**config.mk**
```make
export PLATFORM = sky130hd
export DESIGN_NAME = ppd_emit
export DESIGN_NICKNAME = d
export VERILOG_FILES = /design/src/sv/ppd_pkg.sv /design/src/sv/ppd_emit.sv
export SDC_FILE = /design/constraint.sdc
export NUM_CORES = 1
export LEC_CHECK = 0
export ABC_AREA = 0
export ABC_CLOCK_PERIOD_IN_PS = 2800
export BUFFER_PORTS_ARGS = -buffer_cell sky130_fd_sc_hd__buf_2
export CELL_PAD_IN_SITES_DETAIL_PLACEMENT = 0
export CELL_PAD_IN_SITES_GLOBAL_PLACEMENT = 1
export CORE_AREA = 2 2 70 138
export CTS_BUF_LIST = sky130_fd_sc_hd__clkbuf_16
export CTS_CLUSTER_SIZE = 10
export DETAILED_ROUTE_END_ITERATION = 16
export DIE_AREA = 0 0 72 140
export HOLD_SLACK_MARGIN = 0.05
export PLACE_DENSITY_LB_ADDON = 0.25
export SYNTH_ARGS = -nofsm -noshare
export SYNTH_HDL_FRONTEND = slang
export SYNTH_SLANG_ARGS = --single-unit
```
**constraint.sdc**
```tcl
create_clock -name clk -period 2.8 [get_ports clk]
set_input_delay 0.56 -clock clk [delete_from_list [all_inputs] [get_ports clk]]
set_output_delay 0.56 -clock clk [all_outputs]
set_load 0.03 [all_outputs]
```
**src/sv/ppd_pkg.sv**
```systemverilog
// ppd_pkg: shared types and constants for the palette pixel doubler.
// Item structs, command codes, field widths and default geometry.
// No dependencies.
package ppd_pkg;

    localparam int IDX_W   = 8;
    localparam int COLOR_W = 24;
    localparam int ADDR_W  = 19;
    localparam int COL_W   = 9;
    localparam int ROW_W   = 8;
    localparam int PAL_DEPTH = 1 << IDX_W;

    localparam int SRC_WIDTH_DEF  = 320;
    localparam int SRC_HEIGHT_DEF = 200;
    localparam int DST_WIDTH_DEF  = 640;
    localparam int DST_HEIGHT_DEF = 480;

    localparam logic CMD_PIXEL = 1'b0;
    localparam logic CMD_WRITE = 1'b1;

    typedef struct packed {
        logic               cmd;
        logic [IDX_W-1:0]   index_value;
        logic [COLOR_W-1:0] entry_color;
        logic               frame_start;
    } src_item_t;

    typedef struct packed {
        logic [ADDR_W-1:0]  word_address;
        logic [COLOR_W-1:0] pixel_color;
        logic               last_of_pixel;
    } dst_item_t;

    // pixel waiting between lookup and write-out
    typedef struct packed {
        logic [ADDR_W-1:0] base;
        logic              upscale;
    } pix_t;

endpackage

```
**src/sv/ppd_emit.sv**
```systemverilog
// ppd_emit: output register and write sequencer, one or four items per pixel.
// Depends on ppd_pkg for item types.
module ppd_emit
    import ppd_pkg::*;
#(
    parameter int DST_WIDTH = DST_WIDTH_DEF
)
(
    input  logic               clk,
    input  logic               rst_n,
    input  logic               pix_valid,
    input  pix_t               pix,
    input  logic [COLOR_W-1:0] pix_color,
    output logic               pix_take,
    output logic               dst_valid,
    input  logic               dst_ready,
    output dst_item_t          dst_item
);

    localparam logic [ADDR_W-1:0] ROW_STEP = ADDR_W'(DST_WIDTH);

    logic               out_valid_reg, out_valid_next;
    dst_item_t          out_reg, out_next;
    logic               more_reg, more_next;
    logic [1:0]         phase_reg, phase_next;
    logic [ADDR_W-1:0]  base_reg, base_next;
    logic [COLOR_W-1:0] color_reg, color_next;
    logic               advance;

    assign advance = !out_valid_reg || dst_ready;

    always_comb
    begin
        out_valid_next = out_valid_reg;
        out_next       = out_reg;
        more_next      = more_reg;
        phase_next     = phase_reg;
        base_next      = base_reg;
        color_next     = color_reg;
        pix_take       = 1'b0;
        if (advance)
        begin
            if (more_reg)
            begin
                phase_next     = phase_reg + 2'd1;
                out_valid_next = 1'b1;
                out_next.word_address = base_reg
                    + (phase_next[0] ? ROW_STEP : '0)
                    + ADDR_W'(phase_next[1]);
                out_next.pixel_color   = color_reg;
                out_next.last_of_pixel = (phase_next == 2'd3);
                more_next              = (phase_next != 2'd3);
            end
            else if (pix_valid)
            begin
                pix_take       = 1'b1;
                phase_next     = 2'd0;
                base_next      = pix.base;
                color_next     = pix_color;
                out_valid_next = 1'b1;
                out_next.word_address  = pix.base;
                out_next.pixel_color   = pix_color;
                out_next.last_of_pixel = !pix.upscale;
                more_next              = pix.upscale;
            end
            else
            begin
                out_valid_next = 1'b0;
            end
        end
    end

    always_ff @(posedge clk or negedge rst_n)
    begin
        if (!rst_n)
        begin
            out_valid_reg <= 1'b0;
            more_reg      <= 1'b0;
            phase_reg     <= 2'd0;
        end
        else
        begin
            out_valid_reg <= out_valid_next;
            more_reg      <= more_next;
            phase_reg     <= phase_next;
        end
    end

    always_ff @(posedge clk)
    begin
        out_reg   <= out_next;
        base_reg  <= base_next;
        color_reg <= color_next;
    end

    assign dst_valid = out_valid_reg;
    assign dst_item  = out_reg;

endmodule

```
### After elaboration in Yosys (flattened, before gate mapping)

Index checks and enable logic that the tools add are counted.
Widths: inputs -> output; s select.

| word-level totals | value |
|---|---|
| bits of input ports | 48 |
| bits in registers | 91 |
| output and inout bits | 46 |
| logic and storage cells | 31 |

| operators by class | value |
|---|---|
| equality and inequality tests | 2 |
| $add $sub $neg | 3 |
| reductions and logical operators | 6 |
| muxes and demuxes | 11 |
| bitwise logic cells | 1 |

Operators by type and width:

| cell | number |
|---|---|
| $mux 44 | 2 |
| $add 19x1->19 | 1 |
| $add 19x10->19 | 1 |
| $mux 10 | 1 |
| $mux 1 | 6 |
| $mux 2 | 2 |
| $reduce_and 3->1 | 1 |
| $add 2x1->2 const B | 1 |
| $eq 2x2->1 const B | 1 |
| $logic_not 1->1 | 2 |
| $ne 2x2->1 const B | 1 |
| $reduce_and 2->1 | 1 |
| $reduce_bool 2->1 | 1 |
| $logic_or 1x1->1 | 1 |
| $not 1->1 | 1 |

### Logic depth before layout (Yosys ltp)

Gate-level depths: netlist (run 1).

| depth | value |
|---|---|
| depth after elaboration | 5 |
| gate-level depth with buffers | 9 |
| gate-level depth less buffers | 9 |

### Worst setup path before layout (run 1)

No wires, ideal clock.

| timing path | value |
|---|---|
| path kind | input port to output port |
| from | in dst_ready |
| to | out pix_take |
| cell stages on the path | 2 |
| setup slack | 0.207 ns |
| path buffers | 0 |
| required time | 2.240 ns |
| arrival time | 2.033 ns |
| cells stage by stage | nand2b_1 -> and3_1 |

| between the ends | value |
|---|---|
| word-level cells in the longest chain between the ends | 2 |

Ends and longest elaborated chain:

| item | line | source |
|---|---|---|
| start: declaration | ppd_emit.sv:16 | `input logic dst_ready,` |
| $logic_or 1x1->1 | ppd_emit.sv:30 | `assign advance = !out_valid_reg \|\| dst_ready;` |
| $mux 1 | ppd_emit.sv:41 | `if (advance)` |
| end: declaration | ppd_emit.sv:14 | `output logic pix_take,` |

No other way between the ends.

### Worst setup path after layout (run 1)

| timing path | value |
|---|---|
| from | reg phase_reg[0] |
| to | reg out_reg, in the netlist dst_item[41] (data pin) |

| between the ends | value |
|---|---|
| word-level cells in the longest chain between the ends | 5 |

Ends and longest elaborated chain:

| item | line | source |
|---|---|---|
| start: declaration | ppd_emit.sv:25 | `logic [1:0] phase_reg, phase_next;` |
| start signal: assignment | ppd_emit.sv:85 | `phase_reg <= phase_next;` |
| $add 2x1->2 * | ppd_emit.sv:45 | `phase_next = phase_reg + 2'd1;` |
| $mux 10 | ppd_emit.sv:48 | `+ (phase_next[0] ? ROW_STEP : '0)` |
| $add 19x10->19 | ppd_emit.sv:48 |  |
| $add 19x1->19 * | ppd_emit.sv:49 | `+ ADDR_W'(phase_next[1]);` |
| $mux 44 * | ppd_emit.sv:43 | `if (more_reg)` |
| end signal: assignment | ppd_emit.sv:91 | `out_reg <= out_next;` |
| end: declaration | ppd_emit.sv:23 | `dst_item_t out_reg, out_next;` |

Every way passes the cells marked *; elsewhere a longest branch is shown, timed or not.
A chain may end at the register's enable or synchronous reset.

==> results of run 1 <==
## worst max-delay path by stage
stage / slack [ps] / cells past startpoint / end / start
finish: 420 / 9 / dst_item[41]$_DFFE_PP_ / phase_reg[0]$_DFFE_PN0P_
global route: 230 / 9 / dst_item[41]$_DFFE_PP_ / phase_reg[0]$_DFFE_PN0P_
CTS: 410 / 9 / dst_item[41]$_DFFE_PP_ / phase_reg[0]$_DFFE_PN0P_
detailed placement: 420 / 9 / dst_item[41]$_DFFE_PP_ / phase_reg[0]$_DFFE_PN0P_
global placement: 470 / 9 / dst_item[37]$_DFFE_PP_ / phase_reg[0]$_DFFE_PN0P_
floorplan: 210 / 2 / pix_take / dst_ready
## cells by family (layout without fill, tap and decap cells)
family / count (synthesis) / after routing / synth area share (%)
adder cells (fa/ha/maj): 5 / 5 / 1.65
XOR/XNOR: 8 / 8 / 1.85
AND/OR/NAND/NOR: 57 / 57 / 8.02
buffers and inverters: 16 / 124 / 1.88
AO/OA/AOI/OAI: 35 / 35 / 6.80
flip-flops: 91 / 91 / 71.5
multiplexers: 28 / 28 / 8.28
## cell type report
cell class,count,area (um^2),area share (%)
clock buffers,9,225,4.82
repair buffers,100,520,11.1
flip-flops and latches,91,2710,58.1
inverters,8,30.0,0.643
multi-input cells,133,1010,21.6
well taps,102,128,2.73
clock inverters,7,43.8,0.938
## what timing repair did
item / 4_1_cts / 5_1_grt
hold endpoints to repair: 4 / 0
setup endpoints to repair: 0 / 0
hold buffers: 1 / 0
## metrics by stage
stage / area [um^2] / total power, mW / hold WS (ps)
2_1_floorplan: 3790 / 3.17 / 264
3_3_place_gp: 4390 / 3.58 / 382
3_5_place_dp: 4390 / 3.61 / 384
4_1_cts: 4670 / 4.72 / 395
5_1_grt: 4670 / 4.91 / 392
6_report: 4670 / 4.63 / 409
## metal layers
layer / GRT usage [%] / wire length [um]
met1: 17.4 / 2760
met2: 29.5 / 4290
met5: 0 / 0
met4: 7.75 / 144
met3: 4.17 / 333
## placed cells by master (no fill, tap or decap), types with 4 or more instances in the layout
cell type	instances
nand3_1	7
o21ai_0	5
nor2_1	16
xnor2_1	5
a21oi_1	8
ha_1	5
inv_1	7
edfxtp_1	87
clkbuf_16	9
buf_2	93
nand2_1	11
mux2_2	27
a31oi_1	9
or4_1	4
buf_4	6
## where the power goes
| group | total, mW | switching [mW] | internal [mW] |
|---|---|---|---|
| clock | 1.09 | 0.491 | 0.596 |
| sequential | 1.99 | 0.0881 | 1.90 |
| combinational | 1.56 | 1.02 | 0.536 |
| total | 4.63 | 1.60 | 3.04 |
==> results.yml, run 1 <==
critical_path:
  crit_path_frequent_cell: "ha_1"
  rrSetupSlack_ps: 420
  startpoint_type: "flip-flop"
  cpLargestDelayFamily: "adder cells"
  worstPathMaxFanout: 9
  r2r-start: "phase_reg[0]$_DFFE_PN0P_"
  cpPeakStageDelay_ps: 400
  r2r-end: "dst_item[41]$_DFFE_PP_"
  worst-setup-path-type: "flip-flop to flip-flop"
  cp.arrival_ps: 2440
  cp-end-kind: "flip-flop"
  rr_worst_depth: 9
  cp.buffers_inverters: 2
  crit_chain: "inv_1 -> ha_1 -> inv_1 -> ha_1 -> ha_1 -> and3_2 -> a211oi_4 -> or4_1 -> a31oi_1"
  cp.required_ps: 2860
  critPathSlowestCell: "a211oi_4"
synth:
  ys_warn_count: 0
  netlist-cell-type-count: 39
  synth_fp_nets: 293
  syn_area_per_cell_um2: 15.8
  synth_area_leaders: "edfxtp_1 (69%), mux2_2 (8.0%), dfrtp_1 (2.6%)"
  yosysSeqAreaShare_pct: 71.5
  synthTopCellsByCount: "edfxtp_1 (87), mux2_2 (27), nor2_1 (16), nand2_1 (11), a31oi_1 (9)"
  synth_area_um2: 3790
  synth-edff-count: 87
  ys_ff_latch: 91
  syn_inst: 240
  synth_top_area_share_pct: 68.9
  synth_top_area_cell: "edfxtp_1"
  synth_most_common_cell: "edfxtp_1"
  ys_async_sr_fraction_pct: 4.40
  synth-main-ff-cell: "edfxtp_1"
finish:
  post-route-util_pct: 51.8
  drive_above_1_share_pct: 42.5
  nets: 396
  fillers: 797
  antenna_cells: 0
  largest_reg_flops: 44
  fin_cells: 450
  syn2layout_area_growth_pct: 23.2
floorplan:
  dieArea_um2: 10100
  io_pins: 94
  die_h_um: 140
  die_w_um: 72
  core_area_um2: 9010
  initial_utilization_pct: 42.1
  rows: 49
run:
  maxCapViolCount: 0
clock_tree:
  cts_inserted_buffers: 9
  clk_latency_ps: 340
  post_cts_buffers: 0
  clk_path_buf_depth: 2
  cts-root-buf: "clkbuf_16"
  path_clk_slew_ps: 60
  cts_num_sinks: 91
  cts_resized: 0
  cts_tree: "done"
  h-tree-depth: 3
placement:
  place_inst: 433
  hpwlAfterDp_um: 5310
  gp_congestion: 0.775
  port_buffers: 93
  dp_slack_ps: 416
worst_hold_path:
  hold_class: "input port to flip-flop"
  hp-start: "pix_color[5]"
  hold_end: "color_reg[5]$_DFFE_PP_"
  hold_depth: 1
timing:
  finalSetupViolCount: 0
  fmax_mhz: 420
  rsz0062_at_grt: "false"
  setup_tns_ps: 0
  layout_setup_ws_ps: 421
  slew_headroom_pct: 59.6
  hold_violations: 0
  finClkSkew_ps: 6.69
  finalCritPeriodShare_pct: 85.0
  tightestPinTransition_ps: 607
  fin_crit_ps: 2380
  slew_violations: 0
routing:
  ant_nets: 0
  firstDrtPassIters: 5
  wl_per_cell_um: 16.7
  routed_wl_um: 7520
  vias_per_cell: 5.17
  via_count: 2327
  drc: 0
  first_iter_violations: 182
global_route:
  grt_max_degree: 44
  first_global_vias: 2479
  antenna_found_initial: 0
  grt_pass1_wl_um: 12300
  grt_use_total_pct: 16.4
  grt-ovfl-total: 0
outcome:
  run_status: "complete, no violations"
power:
  max-vdd-ir-drop_v: 0.000580
  p_leak_nw: 1.79
  power_density_nw_per_um2: 992
Note: power is estimated with default switching activity, not from simulation.
==> inputs of run 2 (changes only) <==
--- a/config.mk
+++ b/config.mk
@@ -6,7 +6,7 @@
 export NUM_CORES = 1
 export LEC_CHECK = 0
 export ABC_AREA = 0
-export ABC_CLOCK_PERIOD_IN_PS = 2800
+export ABC_CLOCK_PERIOD_IN_PS = 2430
 export BUFFER_PORTS_ARGS = -buffer_cell sky130_fd_sc_hd__buf_2
 export CELL_PAD_IN_SITES_DETAIL_PLACEMENT = 0
 export CELL_PAD_IN_SITES_GLOBAL_PLACEMENT = 1
==> constraint.sdc (replaced) <==
create_clock -name clk -period 2.43 [get_ports clk]
set_input_delay 0.486 -clock clk [delete_from_list [all_inputs] [get_ports clk]]
set_output_delay 0.486 -clock clk [all_outputs]
set_load 0.03 [all_outputs]
==> run 2 against run 1 <==
Net effect:
- worst hold slack worse by 72 ps
- largest cell class unchanged
- final cell count grew 0.67%
- highest routed layer unchanged
- critical path type unchanged
- design area rose by 1.6%
- fmax increased by 1.9%
- combinational power increased by 18%
- power increased by 19%
- die area stayed put
==> results.yml, run 2 (synthesis gave the netlist of run 1 again) <==
finish:
  layout_common_cells: "buf_2 (93), edfxtp_1 (87), mux2_2 (27), nor2_1 (16), nand2_1 (11)"
  layout_commonest_cell: "buf_2"
  largest_reg_flops: 44
  antenna_cells: 0
  nets: 399
  syn2layout_area_growth_pct: 25.2
  drive_above_1_share_pct: 44.7
  fillers: 806
  fin_area_um2: 4750
routing:
  first_iter_violations: 109
  routed_wl_um: 7570
  drc: 0
  ant_nets: 0
  via_count: 2380
  firstDrtPassIters: 4
  vias_per_cell: 5.25
  wl_per_cell_um: 16.7
timing:
  hold_violations: 0
  slew_headroom_pct: 67.1
  slew_violations: 0
  finClkSkew_ps: 8.02
  tightestPinTransition_ps: 489
  finalCritPeriodShare_pct: 96.1
  fmax_mhz: 428
  finalSetupViolCount: 0
  fin_crit_ps: 2340
outcome:
  run_status: "complete, no violations"
clock_tree:
  cts_num_sinks: 91
  path_clk_slew_ps: 70
  h-tree-depth: 3
  cts_inserted_buffers: 9
  clk_latency_ps: 330
  clk_path_buf_depth: 2
  cts_tree: "done"
  cts-root-buf: "clkbuf_16"
global_route:
  grt_use_met1_pct: 17.1
  grt_pass1_wl_um: 12400
  grt_max_degree: 40
  grtUsageMet2_pct: 30.5
  antenna_found_initial: 0
  grt_use_total_pct: 16.4
  use_met3_pct: 4.24
  first_global_vias: 2468
  grt-ovfl-total: 0
  busiest_layer: "met2"
critical_path:
  cp.required_ps: 2600
  cp.arrival_ps: 2510
  cp-end-kind: "flip-flop"
  worst-setup-path-type: "flip-flop to flip-flop"
  startpoint_type: "flip-flop"
  worstPathMaxFanout: 9
  crit_start: "phase_reg[0]$_DFFE_PN0P_"
  rrSetupSlack_ps: 90
  r2r-start: "phase_reg[0]$_DFFE_PN0P_"
placement:
  port_buffers: 93
  gp_congestion: 0.804
  place_area_um2: 4410
  hpwlAfterDp_um: 5610
run:
  maxCapViolCount: 0
floorplan:
  core_area_um2: 9010
  dieArea_um2: 10100
  rows: 49
  initial_utilization_pct: 42.1
  io_pins: 94
  die_w_um: 72
  die_h_um: 140
power:
  max-vdd-ir-drop_v: 0.000602
  p_leak_nw: 1.83
  power_density_nw_per_um2: 1160
  finalPower_mw: 5.53
worst_hold_path:
  hp-start: "pix_color[0]"
  hold_class: "input port to flip-flop"
==> run 2: path summary, 6_finish.rpt <==
| check | endpoint | depth (start not counted) |
|---|---|---|
| min in group asynchronous | dst_valid$_DFFE_PN0P_ | 2 |
| max reg2reg | dst_item[39]$_DFFE_PP_ | 10 |
| min | color_reg[0]$_DFFE_PP_ | 1 |
| max in group asynchronous | more_reg$_DFFE_PN0P_ | 2 |
| max | dst_item[39]$_DFFE_PP_ | 10 |
| min reg2reg | phase_reg[0]$_DFFE_PN0P_ | 1 |
==> run 2: stage by stage <==
stage | TNS (ps) | hold WS (ps) | setup WS (ps) | utilization (%) | std cells
2_1_floorplan | 0 | 190 | 234 | - | 240
3_3_place_gp | 0 | 310 | 174 | 48.9 | 435
3_5_place_dp | 0 | 314 | 91.9 | 48.9 | 435
4_1_cts | 0 | 325 | 80.5 | 52.4 | 452
5_1_grt | -23.4 | 321 | -14.3 | 52.7 | 453
6_report | 0 | 337 | 94.2 | 52.7 | 453
==> run 2: cell type report <==
class                           instances  area (um^2)  share of cell area, %
Sequential cell                        91         2710                   57.2
Multi-Input combinational cell        133         1030                   21.7
Timing Repair Buffer                  103          543                   11.4
Clock buffer                            9          225                   4.74
Tap cell                              102          128                   2.69
Clock inverter                          7         76.3                   1.61
Inverter                                8         30.0                  0.633
==> run 2: where the power goes <==
group	internal, mW	leakage, nW	total (mW)	switching (mW)
combinational	0.657	0.819	1.84	1.18
sequential	2.19	0.862	2.31	0.120
clock	0.805	0.148	1.38	0.571
total	3.66	1.83	5.53	1.87
==> run 2: critical path, stage by stage (launching register included) <==
cell	delay [ps]
dfrtp_1	400
inv_2	100
ha_4	210
inv_1	50
ha_2	180
ha_2	180
and3_4	200
a211oi_4	50
buf_4	170
or4_1	460
a31oi_1	180
==> run 2: what timing repair did <==
item / 4_1_cts / 5_1_grt
setup buffers: 0 / 1
resized for setup: 0 / 5
setup endpoints to repair: 0 / 6
endpoints found under the hold margin: 4 / 0
hold buffers: 1 / 0
==> run 2: layer usage <==
layer  vias up  part of all wire [%]
met2        59                    57
met1      1158                    37
met4         0                   2.0
met5         -                     0
li1       1153                     -
met3        10                   3.9
==> inputs of run 3 (changes only) <==
--- a/config.mk
+++ b/config.mk
@@ -6,7 +6,7 @@
 export NUM_CORES = 1
 export LEC_CHECK = 0
 export ABC_AREA = 0
-export ABC_CLOCK_PERIOD_IN_PS = 2430
+export ABC_CLOCK_PERIOD_IN_PS = 2500
 export BUFFER_PORTS_ARGS = -buffer_cell sky130_fd_sc_hd__buf_2
 export CELL_PAD_IN_SITES_DETAIL_PLACEMENT = 0
 export CELL_PAD_IN_SITES_GLOBAL_PLACEMENT = 1
@@ -17,6 +17,7 @@
 export DIE_AREA = 0 0 72 140
 export HOLD_SLACK_MARGIN = 0.05
 export PLACE_DENSITY_LB_ADDON = 0.25
+export SLEW_MARGIN = 15
 export SYNTH_ARGS = -nofsm -noshare
 export SYNTH_HDL_FRONTEND = slang
 export SYNTH_SLANG_ARGS = --single-unit
==> constraint.sdc (replaced) <==
create_clock -name clk -period 2.5 [get_ports clk]
set_input_delay 0.5 -clock clk [delete_from_list [all_inputs] [get_ports clk]]
set_output_delay 0.5 -clock clk [all_outputs]
set_load 0.03 [all_outputs]
==> run 3 against run 2 <==
Net effect:
- global-route usage shrank 0.40 points
- setup slack gained 51 ps
- design area rose by 0.24%
- fmax is 0.81% lower
- core utilization increased by 0.12 points
- register-to-register slack gained 50 ps
- via count decreased by 2.4%
- critical path depth did not move
- non-clock buffer count shrank 1
- clock skew is 2.0 ps lower
- flip-flop and latch count did not move
- final cell count decreased by 0.22%
==> results.yml, run 3 (synthesis gave the netlist of run 1 again) <==
placement:
  place_area_um2: 4400
  gp_congestion: 0.777
  port_buffers: 93
  hpwlAfterDp_um: 5420
routing:
  firstDrtPassIters: 4
  routed_wl_um: 7310
  drc: 0
  first_iter_violations: 183
  vias_per_cell: 5.14
  via_count: 2323
  ant_nets: 0
  wl_per_cell_um: 16.2
global_route:
  grt_max_degree: 45
  first_global_vias: 2423
  grt-ovfl-total: 0
  grt_pass1_wl_um: 12100
  antenna_found_initial: 0
  grt_use_total_pct: 16.0
critical_path:
  cp.arrival_ps: 2540
  worst-setup-path-type: "flip-flop to flip-flop"
  cp-end-kind: "flip-flop"
  cp.required_ps: 2680
  startpoint_type: "flip-flop"
  worstPathMaxFanout: 9
timing:
  finalCritPeriodShare_pct: 94.2
  fin_hold_ws_ps: 348
  slew_violations: 0
  finalSetupViolCount: 0
  fin_crit_ps: 2350
  finClkSkew_ps: 6.05
  rsz0062_at_grt: "false"
  setup_tns_ps: 0
  tightestPinTransition_ps: 452
  hold_violations: 0
  slew_headroom_pct: 69.6
  fmax_mhz: 425
power:
  max-vdd-ir-drop_v: 0.000567
  power_density_nw_per_um2: 1140
  p_leak_nw: 1.83
finish:
  layout_common_cells: "buf_2 (93), edfxtp_1 (87), mux2_2 (27), nor2_1 (16), nand2_1 (11)"
  fin_area_um2: 4760
  nets: 398
  layout_commonest_cell: "buf_2"
  drive_above_1_share_pct: 43.4
  post-route-util_pct: 52.8
  largest_reg_flops: 44
  syn2layout_area_growth_pct: 25.5
  antenna_cells: 0
floorplan:
  dieArea_um2: 10100
  io_pins: 94
  rows: 49
  die_w_um: 72
  core_area_um2: 9010
  initial_utilization_pct: 42.1
  die_h_um: 140
outcome:
  run_status: "complete, no violations"
clock_tree:
  cts-root-buf: "clkbuf_16"
  path_clk_slew_ps: 60
  cts_inserted_buffers: 9
  clk_path_buf_depth: 2
  h-tree-depth: 3
  cts_num_sinks: 91
  cts_tree: "done"
  clk_latency_ps: 340
run:
  maxCapViolCount: 0
worst_hold_path:
  hold_class: "input port to flip-flop"
-- run 3: worst max-delay path, stage by stage (launching register included) --
cell      delay, ps
dfrtp_1         390
inv_1           110
ha_1            250
inv_1            90
ha_4            150
ha_4            140
and3_2          220
a211oi_4         60
buf_4           160
or4_1           470
a31oi_1         170
-- run 3: layer usage --
metal | global-route usage (%) | share of wire (%)
met1 | 17.5 | 37
met2 | 28.6 | 57
met3 | 3.67 | 4.7
met4 | 7.25 | 2.2
met5 | 0 | 0
-- run 3: path summary, 6_finish.rpt --
| path | start | end | slack, ps | depth (start not counted) |
|---|---|---|---|---|
| setup / recovery | phase_reg[0]$_DFFE_PN0P_ | dst_item[37]$_DFFE_PP_ | 150 | 10 |
| hold / removal | pix_color[2] | color_reg[2]$_DFFE_PP_ | 350 | 1 |
| setup reg to reg | phase_reg[0]$_DFFE_PN0P_ | dst_item[37]$_DFFE_PP_ | 150 | 10 |
| hold reg to reg | phase_reg[1]$_DFFE_PN0P_ | phase_reg[1]$_DFFE_PN0P_ | 490 | 2 |
| max in group asynchronous | rst_n | more_reg$_DFFE_PN0P_ | 1860 | 2 |
| min in group asynchronous | rst_n | dst_valid$_DFFE_PN0P_ | 500 | 2 |
-- run 3: power breakdown --
part	internal (mW)	leakage [nW]	switching [mW]
Clock	0.871	0.147	0.541
Sequential	2.13	0.862	0.102
Combinational	0.632	0.818	1.14
-- run 3: cell type report --
| cell class | instances | area (um^2) |
|---|---|---|
| multi-input cells | 133 | 1030 |
| clock inverters | 7 | 91.3 |
| inverters | 8 | 30.0 |
| well taps | 102 | 128 |
| flip-flops and latches | 91 | 2710 |
| repair buffers | 102 | 536 |
| clock buffers | 9 | 225 |
| fillers | 796 | 4250 |
-- run 3: repair_timing --
item / in CTS / in global routing
resized for setup: 0 / 4
buffers inserted: 0 / 1
endpoints found under the setup margin: 0 / 4
hold buffers: 1 / 0
endpoints found under the hold margin: 4 / 0
-- run 3: through the flow --
step | power (mW) | setup slack [ps] | std cells
after floorplan | 3.54 | 304 | 240
after global placement | 4.02 | 174 | 434
after detailed placement | 4.04 | 106 | 434
after CTS | 5.47 | 94.4 | 451
after global routing | 5.74 | 14.1 | 452
final | 5.42 | 145 | 452
